--- src/hw/rtl/lcd4_pkg.sv ---
// Package for the character LCD 4-bit write sequencer.
// Holds kind codes, fixed bytes and the command/status types between controller and datapath.
// No dependencies; the sequencer modules and the testbench import it.
`default_nettype none

package lcd4_pkg;

    // Default number of decimal digits kept for the number kind.
    localparam int MAX_DIGITS_DFLT = 10;

    // Request kinds.
    localparam logic [2:0] KIND_INIT   = 3'd0;
    localparam logic [2:0] KIND_CMD    = 3'd1;
    localparam logic [2:0] KIND_DATA   = 3'd2;
    localparam logic [2:0] KIND_CURSOR = 3'd3;
    localparam logic [2:0] KIND_NUMBER = 3'd4;

    // Configuration register indexes.
    localparam int         CFG_IDX_W = 1;
    localparam logic       CFG_PULSE = 1'b0;
    localparam logic       CFG_POWER = 1'b1;

    // Reset values of the configuration registers.
    localparam logic [7:0] PULSE_MS_RST = 8'd1;
    localparam logic [7:0] POWER_MS_RST = 8'd40;

    // Fixed nibbles and bytes of the controller protocol.
    localparam logic [3:0] NIB_INIT_A      = 4'h2;
    localparam logic [3:0] NIB_INIT_B      = 4'h8;
    localparam logic [7:0] BYTE_DISPLAY_ON = 8'h0C;
    localparam logic [7:0] BYTE_CLEAR      = 8'h01;
    localparam logic [7:0] ASCII_ZERO      = 8'd48;

    // Reciprocal of ten: floor(v / 10) = (v * RECIP_10) >> RECIP_SHIFT for any 32-bit v.
    localparam logic [31:0] RECIP_10    = 32'hCCCC_CCCD;
    localparam int          RECIP_SHIFT = 35;

    // Source of the byte loaded into the datapath byte register.
    typedef enum logic [2:0] {
        BSEL_VALUE,
        BSEL_CURSOR,
        BSEL_DISPLAY_ON,
        BSEL_CLEAR,
        BSEL_ZERO_CHAR,
        BSEL_DIGIT
    } t_byte_sel;

    // Source of the data lines for an emitted segment.
    typedef enum logic [2:0] {
        NSEL_KEEP,
        NSEL_HIGH,
        NSEL_LOW,
        NSEL_INIT_A,
        NSEL_INIT_B
    } t_nib_sel;

    // Source of the hold time for an emitted segment.
    typedef enum logic [1:0] {
        HSEL_ZERO,
        HSEL_PULSE,
        HSEL_POWER
    } t_hold_sel;

    // Commands from the controller to the datapath.
    typedef struct packed {
        logic      load_item;
        logic      load_byte;
        t_byte_sel byte_sel;
        logic      pop;
        logic      mul;
        logic      sub;
        logic      emit;
        logic      rs_we;
        logic      rs_val;
        logic      en;
        t_nib_sel  nib_sel;
        t_hold_sel hold_sel;
        logic      last;
    } t_dp_cmd;

    // Status from the datapath to the controller.
    typedef struct packed {
        logic out_free;
        logic value_zero;
        logic quot_zero;
        logic ndig_last;
        logic ndig_zero;
    } t_dp_stat;

endpackage

`default_nettype wire

--- src/hw/rtl/lcd4_cmd_if.sv ---
// Request channel of the LCD sequencer: valid/ready handshake and one request word.
// No dependencies.
`default_nettype none

interface lcd4_cmd_if;
    logic        valid;
    logic        ready;
    logic [2:0]  kind;
    logic [31:0] value;
    logic [5:0]  column;
    logic        row;

    modport source (output valid, kind, value, column, row, input ready);
    modport sink   (input valid, kind, value, column, row, output ready);
endinterface

`default_nettype wire

--- src/hw/rtl/lcd4_seg_if.sv ---
// Segment channel of the LCD sequencer: valid/ready handshake and one pin-segment word.
// No dependencies.
`default_nettype none

interface lcd4_seg_if;
    logic       valid;
    logic       ready;
    logic       register_select;
    logic       enable;
    logic [3:0] nibble;
    logic [7:0] hold_ms;
    logic       last;

    modport source (output valid, register_select, enable, nibble, hold_ms, last, input ready);
    modport sink   (input valid, register_select, enable, nibble, hold_ms, last, output ready);
endinterface

`default_nettype wire

--- src/hw/rtl/char_lcd_nibble_write_sequencer.sv ---
// Character LCD 4-bit write sequencer, top level.
// Requests come in on i_cmd: kind 0 init, 1 command byte, 2 data byte,
// 3 cursor position, 4 decimal number; kinds 5 to 7 are taken and dropped.
// Each request produces a train of pin-segment words on o_seg (RS, E, D4..D7,
// hold time in ms); the final word of a request carries last.
// A byte is four words: high nibble with E high, E low, low nibble with E high,
// E low. Init gives 15 words, a command, data or cursor request 4 words, and
// a number 4 words per digit (at most MAX_DIGITS digits, lowest ones kept).
// One request is worked at a time; i_cmd.ready is high only when idle.
// Words leave at one per cycle while o_seg.ready is high, with a load step
// between the bytes of a number. For a number, each digit first takes a multiply
// and a subtract step in the shared divide-by-ten unit; then each digit has its
// character loaded and goes out as four output words.
// A stalled receiver holds the current word in the output register and the
// sequencer waits; nothing is dropped.
// Reset (synchronous, active low) returns to idle, clears RS and the data
// lines and loads pulse time 1 ms and power-up wait 40 ms. The config port
// i_cfg_we/i_cfg_idx/i_cfg_data writes register 0 (pulse) or 1 (power-up).
// Depends on lcd4_pkg, lcd4_cmd_if, lcd4_seg_if, lcd4_ctrl and lcd4_dpath.
`default_nettype none

module char_lcd_nibble_write_sequencer
    import lcd4_pkg::*;
#(
    parameter int MAX_DIGITS = MAX_DIGITS_DFLT
) (
    input  wire logic                 i_clk,
    input  wire logic                 i_rst_n,
    lcd4_cmd_if.sink                  i_cmd,
    lcd4_seg_if.source                o_seg,
    input  wire logic                 i_cfg_we,
    input  wire logic [CFG_IDX_W-1:0] i_cfg_idx,
    input  wire logic [7:0]           i_cfg_data
);

    t_dp_cmd    w_cmd;
    t_dp_stat   w_stat;
    logic       w_in_ready;
    logic       w_out_valid;
    logic       w_rs;
    logic       w_en;
    logic [3:0] w_nib;
    logic [7:0] w_hold;
    logic       w_last;

    // Sequencing of each request.
    lcd4_ctrl u_ctrl (
        .i_clk      (i_clk),
        .i_rst_n    (i_rst_n),
        .i_in_valid (i_cmd.valid),
        .o_in_ready (w_in_ready),
        .i_kind     (i_cmd.kind),
        .i_stat     (w_stat),
        .o_cmd      (w_cmd)
    );

    // Registers, digit conversion and output word.
    lcd4_dpath #(
        .MAX_DIGITS (MAX_DIGITS)
    ) u_dpath (
        .i_clk             (i_clk),
        .i_rst_n           (i_rst_n),
        .i_cmd             (w_cmd),
        .o_stat            (w_stat),
        .i_cfg_we          (i_cfg_we),
        .i_cfg_idx         (i_cfg_idx),
        .i_cfg_data        (i_cfg_data),
        .i_value           (i_cmd.value),
        .i_column          (i_cmd.column),
        .i_row             (i_cmd.row),
        .o_out_valid       (w_out_valid),
        .i_out_ready       (o_seg.ready),
        .o_register_select (w_rs),
        .o_enable          (w_en),
        .o_nibble          (w_nib),
        .o_hold_ms         (w_hold),
        .o_last            (w_last)
    );

    // Channel hookup.
    assign i_cmd.ready           = w_in_ready;
    assign o_seg.valid           = w_out_valid;
    assign o_seg.register_select = w_rs;
    assign o_seg.enable          = w_en;
    assign o_seg.nibble          = w_nib;
    assign o_seg.hold_ms         = w_hold;
    assign o_seg.last            = w_last;

endmodule

`default_nettype wire

--- src/hw/rtl/lcd4_dpath.sv ---
// Datapath of the LCD sequencer: config registers, byte register, divide-by-ten unit,
// digit store, pin state and the output word register. Depends on lcd4_pkg.
`default_nettype none

module lcd4_dpath
    import lcd4_pkg::*;
#(
    parameter int MAX_DIGITS = MAX_DIGITS_DFLT
) (
    input  wire logic                 i_clk,
    input  wire logic                 i_rst_n,
    input  wire t_dp_cmd              i_cmd,
    output t_dp_stat                  o_stat,
    input  wire logic                 i_cfg_we,
    input  wire logic [CFG_IDX_W-1:0] i_cfg_idx,
    input  wire logic [7:0]           i_cfg_data,
    input  wire logic [31:0]          i_value,
    input  wire logic [5:0]           i_column,
    input  wire logic                 i_row,
    output logic                      o_out_valid,
    input  wire logic                 i_out_ready,
    output logic                      o_register_select,
    output logic                      o_enable,
    output logic [3:0]                o_nibble,
    output logic [7:0]                o_hold_ms,
    output logic                      o_last
);

    localparam int NDW  = $clog2(MAX_DIGITS + 1);
    localparam int IDXW = (MAX_DIGITS > 1) ? $clog2(MAX_DIGITS) : 1;
    localparam int QW   = 64 - RECIP_SHIFT;

    logic [7:0]     r_pulse_ms;
    logic [7:0]     r_power_ms;
    logic [7:0]     r_byte;
    logic [7:0]     n_byte;
    logic [31:0]    r_value;
    logic [63:0]    r_prod;
    logic [NDW-1:0] r_ndig;
    logic [NDW-1:0] w_ndig_m1;
    logic [3:0]     r_digits [MAX_DIGITS];
    logic [3:0]     w_digit_rd;
    logic [QW-1:0]  w_quot;
    logic [31:0]    w_rem;
    logic           r_rs;
    logic [3:0]     r_data;
    logic           w_seg_rs;
    logic [3:0]     w_seg_nib;
    logic [7:0]     w_seg_hold;
    logic           w_out_free;

    // Quotient and remainder of the registered product.
    assign w_quot     = r_prod[63:RECIP_SHIFT];
    assign w_rem      = r_value - (32'(w_quot) << 3) - (32'(w_quot) << 1);
    assign w_ndig_m1  = r_ndig - NDW'(1);
    assign w_digit_rd = r_digits[w_ndig_m1[IDXW-1:0]];
    assign w_out_free = !o_out_valid || i_out_ready;

    // Status back to the controller.
    assign o_stat.out_free   = w_out_free;
    assign o_stat.value_zero = (r_value == 32'd0);
    assign o_stat.quot_zero  = (w_quot == '0);
    assign o_stat.ndig_last  = (r_ndig == NDW'(MAX_DIGITS - 1));
    assign o_stat.ndig_zero  = (r_ndig == '0);

    // Byte to load into the byte register.
    always_comb begin
        unique case (i_cmd.byte_sel)
            BSEL_VALUE:      n_byte = i_value[7:0];
            BSEL_CURSOR:     n_byte = {1'b1, i_row, i_column};
            BSEL_DISPLAY_ON: n_byte = BYTE_DISPLAY_ON;
            BSEL_CLEAR:      n_byte = BYTE_CLEAR;
            BSEL_ZERO_CHAR:  n_byte = ASCII_ZERO;
            BSEL_DIGIT:      n_byte = {ASCII_ZERO[7:4], w_digit_rd};
            default:         n_byte = ASCII_ZERO;
        endcase
    end

    // Pin levels of the segment being emitted.
    always_comb begin
        w_seg_rs = i_cmd.rs_we ? i_cmd.rs_val : r_rs;
        unique case (i_cmd.nib_sel)
            NSEL_KEEP:   w_seg_nib = r_data;
            NSEL_HIGH:   w_seg_nib = r_byte[7:4];
            NSEL_LOW:    w_seg_nib = r_byte[3:0];
            NSEL_INIT_A: w_seg_nib = NIB_INIT_A;
            NSEL_INIT_B: w_seg_nib = NIB_INIT_B;
            default:     w_seg_nib = r_data;
        endcase
        unique case (i_cmd.hold_sel)
            HSEL_ZERO:  w_seg_hold = 8'd0;
            HSEL_PULSE: w_seg_hold = r_pulse_ms;
            HSEL_POWER: w_seg_hold = r_power_ms;
            default:    w_seg_hold = 8'd0;
        endcase
    end

    // Control state: config registers, digit count, pin state, output valid.
    always_ff @(posedge i_clk) begin
        if (!i_rst_n) begin
            r_pulse_ms  <= PULSE_MS_RST;
            r_power_ms  <= POWER_MS_RST;
            r_ndig      <= '0;
            r_rs        <= 1'b0;
            r_data      <= 4'd0;
            o_out_valid <= 1'b0;
        end else begin
            if (i_cfg_we) begin
                if (i_cfg_idx == CFG_PULSE) begin
                    r_pulse_ms <= i_cfg_data;
                end else if (i_cfg_idx == CFG_POWER) begin
                    r_power_ms <= i_cfg_data;
                end
            end
            if (i_cmd.load_item) begin
                r_ndig <= '0;
            end else if (i_cmd.sub) begin
                r_ndig <= r_ndig + NDW'(1);
            end else if (i_cmd.pop) begin
                r_ndig <= w_ndig_m1;
            end
            if (i_cmd.emit) begin
                r_rs        <= w_seg_rs;
                r_data      <= w_seg_nib;
                o_out_valid <= 1'b1;
            end else if (i_out_ready) begin
                o_out_valid <= 1'b0;
            end
        end
    end

    // Payload registers: number, product, byte, digit store and output word.
    always_ff @(posedge i_clk) begin
        if (i_cmd.load_item) begin
            r_value <= i_value;
        end else if (i_cmd.sub) begin
            r_value <= 32'(w_quot);
        end
        if (i_cmd.mul) begin
            r_prod <= 64'(r_value) * 64'(RECIP_10);
        end
        if (i_cmd.sub) begin
            r_digits[r_ndig[IDXW-1:0]] <= w_rem[3:0];
        end
        if (i_cmd.load_byte) begin
            r_byte <= n_byte;
        end
        if (i_cmd.emit) begin
            o_register_select <= w_seg_rs;
            o_enable          <= i_cmd.en;
            o_nibble          <= w_seg_nib;
            o_hold_ms         <= w_seg_hold;
            o_last            <= i_cmd.last;
        end
    end

endmodule

`default_nettype wire

--- src/hw/rtl/lcd4_ctrl.sv ---
// Controller of the LCD sequencer: walks the segment sequence of each request and
// drives the datapath commands. Depends on lcd4_pkg.
`default_nettype none

module lcd4_ctrl
    import lcd4_pkg::*;
(
    input  wire logic       i_clk,
    input  wire logic       i_rst_n,
    input  wire logic       i_in_valid,
    output logic            o_in_ready,
    input  wire logic [2:0] i_kind,
    input  wire t_dp_stat   i_stat,
    output t_dp_cmd         o_cmd
);

    typedef enum logic [2:0] {
        S_IDLE,
        S_POWER,
        S_INIT_NIB,
        S_NUM_CHK,
        S_MUL,
        S_SUB,
        S_POP,
        S_BYTE
    } t_state;

    // What follows the byte now being sent.
    typedef enum logic [1:0] {
        MODE_SINGLE,
        MODE_INIT_ON,
        MODE_INIT_CLR,
        MODE_DIGITS
    } t_mode;

    t_state     r_state, n_state;
    t_mode      r_mode, n_mode;
    logic [1:0] r_phase, n_phase;
    logic [1:0] r_idx, n_idx;
    logic       r_rs_byte, n_rs_byte;

    assign o_in_ready = (r_state == S_IDLE);

    // Next state and datapath commands.
    always_comb begin
        n_state   = r_state;
        n_mode    = r_mode;
        n_phase   = r_phase;
        n_idx     = r_idx;
        n_rs_byte = r_rs_byte;
        o_cmd     = '{byte_sel: BSEL_VALUE, nib_sel: NSEL_KEEP, hold_sel: HSEL_ZERO,
                      default: 1'b0};

        unique case (r_state)
            S_IDLE: begin
                if (i_in_valid) begin
                    n_phase = 2'd0;
                    n_mode  = MODE_SINGLE;
                    unique case (i_kind)
                        KIND_INIT: begin
                            n_state = S_POWER;
                        end
                        KIND_CMD, KIND_DATA: begin
                            o_cmd.load_byte = 1'b1;
                            o_cmd.byte_sel  = BSEL_VALUE;
                            n_rs_byte       = (i_kind == KIND_DATA);
                            n_state         = S_BYTE;
                        end
                        KIND_CURSOR: begin
                            o_cmd.load_byte = 1'b1;
                            o_cmd.byte_sel  = BSEL_CURSOR;
                            n_rs_byte       = 1'b0;
                            n_state         = S_BYTE;
                        end
                        KIND_NUMBER: begin
                            o_cmd.load_item = 1'b1;
                            n_state         = S_NUM_CHK;
                        end
                        default: begin
                            // Unused kinds are taken and dropped.
                            n_state = S_IDLE;
                        end
                    endcase
                end
            end

            S_POWER: begin
                if (i_stat.out_free) begin
                    o_cmd.emit     = 1'b1;
                    o_cmd.rs_we    = 1'b1;
                    o_cmd.rs_val   = 1'b0;
                    o_cmd.hold_sel = HSEL_POWER;
                    n_phase        = 2'd0;
                    n_idx          = 2'd0;
                    n_state        = S_INIT_NIB;
                end
            end

            // Three single nibbles: 2, 2, then 8.
            S_INIT_NIB: begin
                if (i_stat.out_free) begin
                    o_cmd.emit = 1'b1;
                    if (!r_phase[0]) begin
                        o_cmd.en       = 1'b1;
                        o_cmd.nib_sel  = (r_idx == 2'd2) ? NSEL_INIT_B : NSEL_INIT_A;
                        o_cmd.hold_sel = HSEL_PULSE;
                        n_phase        = 2'd1;
                    end else begin
                        n_phase = 2'd0;
                        if (r_idx == 2'd2) begin
                            o_cmd.load_byte = 1'b1;
                            o_cmd.byte_sel  = BSEL_DISPLAY_ON;
                            n_mode          = MODE_INIT_ON;
                            n_rs_byte       = 1'b0;
                            n_state         = S_BYTE;
                        end else begin
                            n_idx = r_idx + 2'd1;
                        end
                    end
                end
            end

            S_NUM_CHK: begin
                if (i_stat.value_zero) begin
                    o_cmd.load_byte = 1'b1;
                    o_cmd.byte_sel  = BSEL_ZERO_CHAR;
                    n_rs_byte       = 1'b1;
                    n_state         = S_BYTE;
                end else begin
                    n_state = S_MUL;
                end
            end

            // Digit extraction: multiply by the reciprocal, then store the remainder.
            S_MUL: begin
                o_cmd.mul = 1'b1;
                n_state   = S_SUB;
            end

            S_SUB: begin
                o_cmd.sub = 1'b1;
                n_state   = (i_stat.quot_zero || i_stat.ndig_last) ? S_POP : S_MUL;
            end

            S_POP: begin
                o_cmd.load_byte = 1'b1;
                o_cmd.byte_sel  = BSEL_DIGIT;
                o_cmd.pop       = 1'b1;
                n_rs_byte       = 1'b1;
                n_mode          = MODE_DIGITS;
                n_phase         = 2'd0;
                n_state         = S_BYTE;
            end

            // One byte as four segments: high nibble E high, E low, low nibble E high, E low.
            S_BYTE: begin
                if (i_stat.out_free) begin
                    o_cmd.emit = 1'b1;
                    n_phase    = r_phase + 2'd1;
                    unique case (r_phase)
                        2'd0: begin
                            o_cmd.rs_we    = 1'b1;
                            o_cmd.rs_val   = r_rs_byte;
                            o_cmd.en       = 1'b1;
                            o_cmd.nib_sel  = NSEL_HIGH;
                            o_cmd.hold_sel = HSEL_PULSE;
                        end
                        2'd2: begin
                            o_cmd.en       = 1'b1;
                            o_cmd.nib_sel  = NSEL_LOW;
                            o_cmd.hold_sel = HSEL_PULSE;
                        end
                        2'd3: begin
                            unique case (r_mode)
                                MODE_SINGLE, MODE_INIT_CLR: begin
                                    o_cmd.last = 1'b1;
                                    n_state    = S_IDLE;
                                end
                                MODE_INIT_ON: begin
                                    o_cmd.load_byte = 1'b1;
                                    o_cmd.byte_sel  = BSEL_CLEAR;
                                    n_mode          = MODE_INIT_CLR;
                                end
                                MODE_DIGITS: begin
                                    if (i_stat.ndig_zero) begin
                                        o_cmd.last = 1'b1;
                                        n_state    = S_IDLE;
                                    end else begin
                                        n_state = S_POP;
                                    end
                                end
                                default: n_state = S_IDLE;
                            endcase
                        end
                        default: begin
                            // Enable-low segment after the high nibble.
                            o_cmd.en = 1'b0;
                        end
                    endcase
                end
            end

            default: n_state = S_IDLE;
        endcase
    end

    // State register.
    always_ff @(posedge i_clk) begin
        if (!i_rst_n) begin
            r_state   <= S_IDLE;
            r_mode    <= MODE_SINGLE;
            r_phase   <= 2'd0;
            r_idx     <= 2'd0;
            r_rs_byte <= 1'b0;
        end else begin
            r_state   <= n_state;
            r_mode    <= n_mode;
            r_phase   <= n_phase;
            r_idx     <= n_idx;
            r_rs_byte <= n_rs_byte;
        end
    end

endmodule

`default_nettype wire

--- src/flat_wrapper.sv ---
// flat-port wrapper written by rule: the top's interface ports become plain ports
module char_lcd_nibble_write_sequencer_flat import lcd4_pkg::*;
#(
    parameter int MAX_DIGITS = MAX_DIGITS_DFLT
)
  (i_clk, i_rst_n, i_cfg_we, i_cfg_idx, i_cfg_data, i_cmd_valid, i_cmd_kind, i_cmd_value, i_cmd_column, i_cmd_row, i_cmd_ready, o_seg_valid, o_seg_register_select, o_seg_enable, o_seg_nibble, o_seg_hold_ms, o_seg_last, o_seg_ready);
  lcd4_cmd_if i_cmd_i ();
  lcd4_seg_if o_seg_i ();
  input  wire logic i_clk;
  input  wire logic i_rst_n;
  input  wire logic i_cfg_we;
  input  wire logic [CFG_IDX_W-1:0] i_cfg_idx;
  input  wire logic [7:0] i_cfg_data;
  input wire logic [$bits(i_cmd_i.valid)-1:0] i_cmd_valid;
  input wire logic [$bits(i_cmd_i.kind)-1:0] i_cmd_kind;
  input wire logic [$bits(i_cmd_i.value)-1:0] i_cmd_value;
  input wire logic [$bits(i_cmd_i.column)-1:0] i_cmd_column;
  input wire logic [$bits(i_cmd_i.row)-1:0] i_cmd_row;
  output wire logic [$bits(i_cmd_i.ready)-1:0] i_cmd_ready;
  output wire logic [$bits(o_seg_i.valid)-1:0] o_seg_valid;
  output wire logic [$bits(o_seg_i.register_select)-1:0] o_seg_register_select;
  output wire logic [$bits(o_seg_i.enable)-1:0] o_seg_enable;
  output wire logic [$bits(o_seg_i.nibble)-1:0] o_seg_nibble;
  output wire logic [$bits(o_seg_i.hold_ms)-1:0] o_seg_hold_ms;
  output wire logic [$bits(o_seg_i.last)-1:0] o_seg_last;
  input wire logic [$bits(o_seg_i.ready)-1:0] o_seg_ready;
  assign i_cmd_i.valid = i_cmd_valid;
  assign i_cmd_i.kind = i_cmd_kind;
  assign i_cmd_i.value = i_cmd_value;
  assign i_cmd_i.column = i_cmd_column;
  assign i_cmd_i.row = i_cmd_row;
  assign i_cmd_ready = i_cmd_i.ready;
  assign o_seg_valid = o_seg_i.valid;
  assign o_seg_register_select = o_seg_i.register_select;
  assign o_seg_enable = o_seg_i.enable;
  assign o_seg_nibble = o_seg_i.nibble;
  assign o_seg_hold_ms = o_seg_i.hold_ms;
  assign o_seg_last = o_seg_i.last;
  assign o_seg_i.ready = o_seg_ready;
  char_lcd_nibble_write_sequencer #(.MAX_DIGITS(MAX_DIGITS)) u_core (.i_clk(i_clk), .i_rst_n(i_rst_n), .i_cmd(i_cmd_i), .o_seg(o_seg_i), .i_cfg_we(i_cfg_we), .i_cfg_idx(i_cfg_idx), .i_cfg_data(i_cfg_data));
endmodule
--- config.mk ---
export PLATFORM = sky130hd
export DESIGN_NAME = char_lcd_nibble_write_sequencer_flat
export DESIGN_NICKNAME = d
export VERILOG_FILES = /design/src/hw/rtl/lcd4_pkg.sv /design/src/hw/rtl/lcd4_cmd_if.sv /design/src/hw/rtl/lcd4_seg_if.sv /design/src/hw/rtl/char_lcd_nibble_write_sequencer.sv /design/src/hw/rtl/lcd4_dpath.sv /design/src/hw/rtl/lcd4_ctrl.sv /design/src/flat_wrapper.sv
export SDC_FILE = /design/constraint.sdc
export NUM_CORES = 1
export LEC_CHECK = 0
export ABC_CLOCK_PERIOD_IN_PS = 18660
export BUFFER_PORTS_ARGS = -buffer_cell sky130_fd_sc_hd__buf_2
export CORE_MARGIN = 2
export CORE_UTILIZATION = 30
export CTS_CLUSTER_SIZE = 25
export DETAILED_ROUTE_END_ITERATION = 8
export GPL_TIMING_DRIVEN = 1
export SYNTH_ARGS = -nofsm -noshare
export SYNTH_HDL_FRONTEND = slang
export SYNTH_SLANG_ARGS = --single-unit
--- constraint.sdc ---
create_clock -name i_clk -period 18.66 [get_ports i_clk]
set_input_delay 1.866 -clock i_clk [delete_from_list [all_inputs] [get_ports i_clk]]
set_output_delay 1.866 -clock i_clk [all_outputs]
set_load 0.01 [all_outputs]
==> results of run 1 <==
synthesized netlist by cell type (19+ instances only):
cell type  number
nand4_1        29
ha_1          377
a21oi_1        88
fa_1          387
nand3_1        32
a21o_1         29
inv_1         595
mux2_2         30
and2_1         29
dfxtp_1        36
nor2_1         81
clkbuf_1       38
xnor2_1        41
xor2_1         42
nand2_1       132
o21ai_0        53
nor3_1         19
a21boi_0       23
edfxtp_1      124
metal layers:
| layer | vias to the layer above | routed length [µm] | GRT usage [%] |
|---|---|---|---|
| met5 | - | 0 | 0 |
| met4 | 0 | 2900 | 6.30 |
| met3 | 100 | 4410 | 2.62 |
| met2 | 554 | 32500 | 27.7 |
| met1 | 8527 | 33000 | 24.8 |
| li1 | 7824 | - | - |
sequential cells by signal (all words and copies together) (netlist names), 3 cells and up:
name,cells
u_core.u_dpath.r_power_ms,8
u_core.u_dpath.r_value,32
u_core.u_dpath.o_nibble,4
u_core.u_dpath.r_digits,40
u_core.u_dpath.r_ndig,4
u_core.u_dpath.r_byte,8
u_core.u_dpath.r_pulse_ms,8
u_core.u_dpath.r_data,4
u_core.u_dpath.r_prod,29
u_core.u_dpath.o_hold_ms,8
u_core.u_ctrl.r_state,3
stage by stage:
stage / cell area (µm²) / setup slack (ns) / std cells / utilization [%] / hold slack [ns]
6_report: 26800 / 10.65 / 3518 / 33.1 / 0.466
5_1_grt: 26800 / 10.32 / 3518 / 33.1 / 0.491
4_1_cts: 26800 / 10.85 / 3517 / 33.1 / 0.468
3_5_place_dp: 26200 / 10.91 / 3485 / 32.4 / 0.458
3_3_place_gp: 26200 / 10.84 / 3485 / 32.4 / 0.450
2_1_floorplan: 24600 / 12.09 / 2392 / - / 0.441
kinds of logic after synthesis:
kind of cell	count (synthesis)	share of synthesized area, %
and+or+nand+nor	390	7.71
buffers and inverters	639	9.78
adders and majority gates	764	50.7
xor gates and xnor gates	83	2.96
muxes	48	2.51
DFF	160	18.1
AOI/OAI and AO/OA	308	8.27
layout by cell type, fill, tap and decap left out, drive strengths merged, types with 12 or more instances in the layout:
master  netlist  layout
a21boi       25      25
a21o         29      29
a21oi        89      89
a22oi        14      14
and2         31      31
buf           6      77
clkbuf       38      17
dfxtp        36      36
edfxtp      124     124
fa          387     387
ha          377     377
inv         595     603
mux2         30      30
nand2       132     132
nand3        33      33
nand4        30      30
nor2         83      83
nor2b        17      17
nor3         21      21
nor4         13      13
o211ai       12      12
o21ai        64      64
o21bai       12      12
xnor2        41      41
xor2         42      42
worst paths after layout:
check,end,depth (start not counted)
worst max-delay path,u_core.u_dpath.r_prod[61]$_DFFE_PP_,20
worst min-delay path,u_core.u_dpath.r_pulse_ms[7]$_SDFFE_PN0P_,2
worst max register to register,u_core.u_dpath.r_prod[61]$_DFFE_PP_,20
worst min register to register,u_core.u_dpath.r_pulse_ms[7]$_SDFFE_PN0P_,2
tightest hold or removal path, delay by kind of cell, from the launching register on:
| kind | cells | cell delay (ns) |
|---|---|---|
| flip-flops | 1 | 0.31 |
| AND/OR/NAND/NOR | 1 | 0.04 |
| AO/OA/AOI/OAI | 1 | 0.06 |
cell type report:
| type | instances | area (µm²) | share of cell area, % |
|---|---|---|---|
| Antenna cell | 1 | 2.50 | 0.00935 |
| Clock buffer | 17 | 425 | 1.59 |
| Clock inverter | 15 | 181 | 0.678 |
| Inverter | 595 | 2230 | 8.35 |
| Multi-Input combinational cell | 1593 | 17800 | 66.3 |
| Sequential cell | 160 | 4440 | 16.6 |
| Tap cell | 1060 | 1330 | 4.96 |
| Timing Repair Buffer | 77 | 398 | 1.49 |
==> results.yml, run 1 <==
cts:
  h-tree-depth: 4
  cts_resized: 0
  cts_root_buf: "clkbuf_16"
  cts_sinks: 160
  cts.reportedPaths.clkPinSlew_ns: 0.07
  clockBufferDepth: 2
  insertion_delay_ns: 0.47
  ctsHoldBuffers: 0
  cts_tree: "built"
  cts_buffers: 17
  cts_setup_buffers: 0
finish:
  area_growth_pct: 8.84
  nets: 3264
  drive_gt1_share_pct: 7.16
  fill_cells: 8212
synthesis:
  synth_warnings: 0
  synth_top_area_share_pct: 31.5
  synth_area_per_cell_um2: 10.3
  synthCells: 2392
  synth_top_flop_cell: "edfxtp_1"
  synth-seq-cells: 160
  synth_edf_count: 124
  syn_area_um2: 24600
  synth_area_leaders: "fa_1 (32%), ha_1 (19%), edfxtp_1 (15%)"
  async_reset_ff_share_pct: 0
  synth_nets: 3212
  ys_seq_area_share_pct: 18.1
  synth_cell_types: 78
  synth_area_leader_cell: "fa_1"
timing:
  setup_tns_ns: 0
  slew-limit-headroom_pct: 20.0
  hold_viol_final: 0
  fin_crit_sh_pct: 42.9
  setup_viol: 0
  period_needed_ns: 8.01
  rsz0062_at_grt: "false"
  fmax_mhz: 125
  drv_slew: 0
  fin_skew_ns: 0.0182
  worst_pin_slew_ns: 1.19
hold_path:
  holdCritPathClass: "flop to flop"
  worstHoldStart: "u_core.u_dpath.r_pulse_ms[7]$_SDFFE_PN0P_"
floorplan:
  die_area_um2: 84300
  ios: 73
  die_x_um: 290
  fp-row-count: 104
  core-area_um2: 80800
  start_util_pct: 30.4
  die_y_um: 290
critical_path:
  startpoint_type: "flop"
  cpMostUsedCell: "fa_1"
  rrSetupSlack_ns: 10.65
  path_cells: "inv_1 > ha_1 > xor2_1 > xor2_1 > fa_1 > fa_1 > fa_1 > fa_1 > fa_1 > inv_1 > fa_1 > inv_1 > ha_1 > nand4_2 > nor4_2 > nand3_1 > a31oi_2 > o21ai_2 > a2111oi_0 > nor4_1"
  crit_family: "adder cells"
  crit_required_ns: 18.86
  r2r_start: "u_core.u_dpath.r_value[2]$_DFFE_PP_"
  worst-setup-path-type: "flop to flop"
  path_buf_inv: 3
  critPathMaxFanout: 8
  cp-startpoint: "u_core.u_dpath.r_value[2]$_DFFE_PP_"
  critPathArrivalTime_ns: 8.21
  slowest_delay_ns: 0.60
  cp-end-kind: "flop"
  slowest_stage: "fa_1"
global_routing:
  antenna_found_initial: 1
  grt_pass1_wl_um: 111000
  grt_max_degree: 35
  grt_pass1_vias: 18000
  overflow: 0
  grt_usage_pct: 17.7
route:
  routed_wl_um: 72900
  route.antenna.remaining_nets: 0
  drt-pass1-iter-count: 5
  drcViolationCount: 0
  routedWlPerCell_um: 20.7
  drtIter0Drc: 1385
  vias: 17000
  viasPerCell: 4.83
status:
  status: "finished clean"
place:
  dp_hpwl_um: 63600
  place.gp.congestion: 0.963
  numPortBuffers: 72
run:
  maxCapViolations: 0
Power of run 1 is not shown: default switching activity piles up to over one toggle a cycle in this logic, so the estimate is an artifact.
==> run 2, diff against run 1 <==
--- a/config.mk
+++ b/config.mk
@@ -5,7 +5,7 @@
 export SDC_FILE = /design/constraint.sdc
 export NUM_CORES = 1
 export LEC_CHECK = 0
-export ABC_CLOCK_PERIOD_IN_PS = 18660
+export ABC_CLOCK_PERIOD_IN_PS = 7050
 export BUFFER_PORTS_ARGS = -buffer_cell sky130_fd_sc_hd__buf_2
 export CORE_MARGIN = 2
 export CORE_UTILIZATION = 30
==> constraint.sdc (replaced) <==
create_clock -name i_clk -period 7.05 [get_ports i_clk]
set_input_delay 0.705 -clock i_clk [delete_from_list [all_inputs] [get_ports i_clk]]
set_output_delay 0.705 -clock i_clk [all_outputs]
set_load 0.01 [all_outputs]
==> results.yml, run 2 (synthesized netlist as in run 1, its figures left out) <==
status:
  status: "finished clean"
run:
  maxCapViolations: 0
floorplan:
  die_y_um: 290
  fp-row-count: 104
  start_util_pct: 30.4
  ios: 73
  die_x_um: 290
  die_area_um2: 84300
  core-area_um2: 80800
critical_path:
  path_cells: "buf_4 > ha_4 > ha_1 > fa_1 > inv_1 > fa_1 > inv_1 > fa_1 > ha_1 > fa_1 > inv_1 > fa_1 > inv_1 > ha_1 > a21oi_2 > o21ai_0 > nor2_1 > nand4_1 > buf_4 > o211ai_4 > a31oi_4 > a221oi_2 > xnor2_1"
  startpoint_type: "flop"
  critPathArrivalTime_ns: 7.16
  cp-end-kind: "flop"
  cpMostUsedCell: "fa_1"
  critPathMaxFanout: 6
  rrSetupSlack_ns: 0.11
  worst-setup-path-type: "flop to flop"
  slowest_stage: "fa_1"
  slowest_delay_ns: 0.60
  crit_required_ns: 7.26
global_routing:
  grt_usage_pct: 18.6
  grt_max_degree: 35
  overflow: 0
  antenna_found_initial: 3
  grt_pass1_vias: 19000
  grt_pass1_wl_um: 117000
cts:
  cts_root_buf: "clkbuf_16"
  cts_sinks: 160
  h-tree-depth: 4
  clockBufferDepth: 2
  cts.reportedPaths.clkPinSlew_ns: 0.08
  insertion_delay_ns: 0.47
  cts_tree: "built"
  ctsHoldBuffers: 0
  cts_buffers: 17
route:
  vias: 18100
  drtIter0Drc: 1327
  drcViolationCount: 0
  viasPerCell: 4.85
  route.antenna.remaining_nets: 0
  routed_wl_um: 77300
  routedWlPerCell_um: 20.8
  drt-pass1-iter-count: 5
finish:
  nets: 3469
  fill_cells: 8107
  drive_gt1_share_pct: 17.1
  final_common_cell: "inv_1"
  diodes: 0
  area_growth_pct: 17.3
  layout_common_cells: "inv_1 (586), fa_1 (381), ha_1 (352), buf_4 (209), nand2_1 (128)"
  largest_reg_flops: 40
timing:
  worst_pin_slew_ns: 1.24
  whs_ns: 0.470
  slew-limit-headroom_pct: 16.6
  setup_viol: 0
  fin_ws_ns: 0.106
  period_needed_ns: 6.94
  drv_slew: 0
  hold_viol_final: 0
  fin_skew_ns: 0.0205
  fmax_mhz: 144
  fin_crit_sh_pct: 98.5
  setup_tns_ns: 0
place:
  dp_hpwl_um: 67500
  dp_slack_ns: -0.0735
  numPortBuffers: 72
  place.gp.congestion: 0.982
hold_path:
  holdCritPathClass: "flop to flop"
==> run 2: cell count changes in the layout (fill, tap and decap cells not counted), sizes merged <==
cell      change
diode         -1
clkinvlp      +2
inv           -4
clkinv        +2
buf         +205
==> run 2: critical path: cells and delay by family (launching register included) <==
family | cells | cell delay, ns
buffers and inverters | 6 | 0.65
AOI/OAI and AO/OA | 5 | 1.23
adders and majority gates | 9 | 3.94
xor gates and xnor gates | 1 | 0.11
and+or+nand+nor | 2 | 0.24
DFF | 1 | 0.50
==> run 2: what timing repair did <==
item / in CTS / in global routing
setup buffers: 0 / 35
pin swaps: 2 / 36
endpoints found under the setup margin: 7 / 25
endpoints found under the hold margin: 0 / 0
gates resized for setup: 4 / 100
==> run 2: worst paths after layout <==
check	from	depth (start not counted)	to
setup / recovery	u_core.u_dpath.r_value[15]$_DFFE_PP_	23	u_core.u_dpath.r_prod[63]$_DFFE_PP_
hold / removal	u_core.u_dpath.r_pulse_ms[3]$_SDFFE_PN0P_	2	u_core.u_dpath.r_pulse_ms[3]$_SDFFE_PN0P_
setup reg to reg	u_core.u_dpath.r_value[15]$_DFFE_PP_	23	u_core.u_dpath.r_prod[63]$_DFFE_PP_
hold reg to reg	u_core.u_dpath.r_pulse_ms[3]$_SDFFE_PN0P_	2	u_core.u_dpath.r_pulse_ms[3]$_SDFFE_PN0P_
==> run 2: final cells by class <==
| type | instances | area, µm² | share of cell area (%) |
|---|---|---|---|
| clock buffer | 17 | 425 | 1.48 |
| clock inverter | 15 | 204 | 0.707 |
| inverter | 595 | 2240 | 7.78 |
| multi-input combinational | 1593 | 18300 | 63.3 |
| sequential | 160 | 4440 | 15.4 |
| tap | 1060 | 1330 | 4.60 |
| timing repair buffer | 282 | 1940 | 6.73 |
==> run 2: per-stage QoR <==
step	utilization, %	cell area (µm²)	cells
after floorplan	-	24600	2392
after global placement	33.9	27400	3655
after detailed placement	33.9	27400	3655
after CTS	34.7	28100	3687
after global routing	35.7	28800	3722
final	35.7	28800	3722
==> run 2: layer usage <==
layer	wire, µm	vias up	GRT usage, %
met5	42	-	0
met4	3030	6	6.87
met3	4790	129	3.53
met2	35700	550	29.9
met1	33800	9143	24.8
li1	-	8234	-
Power of run 2 is left out for the same reason.
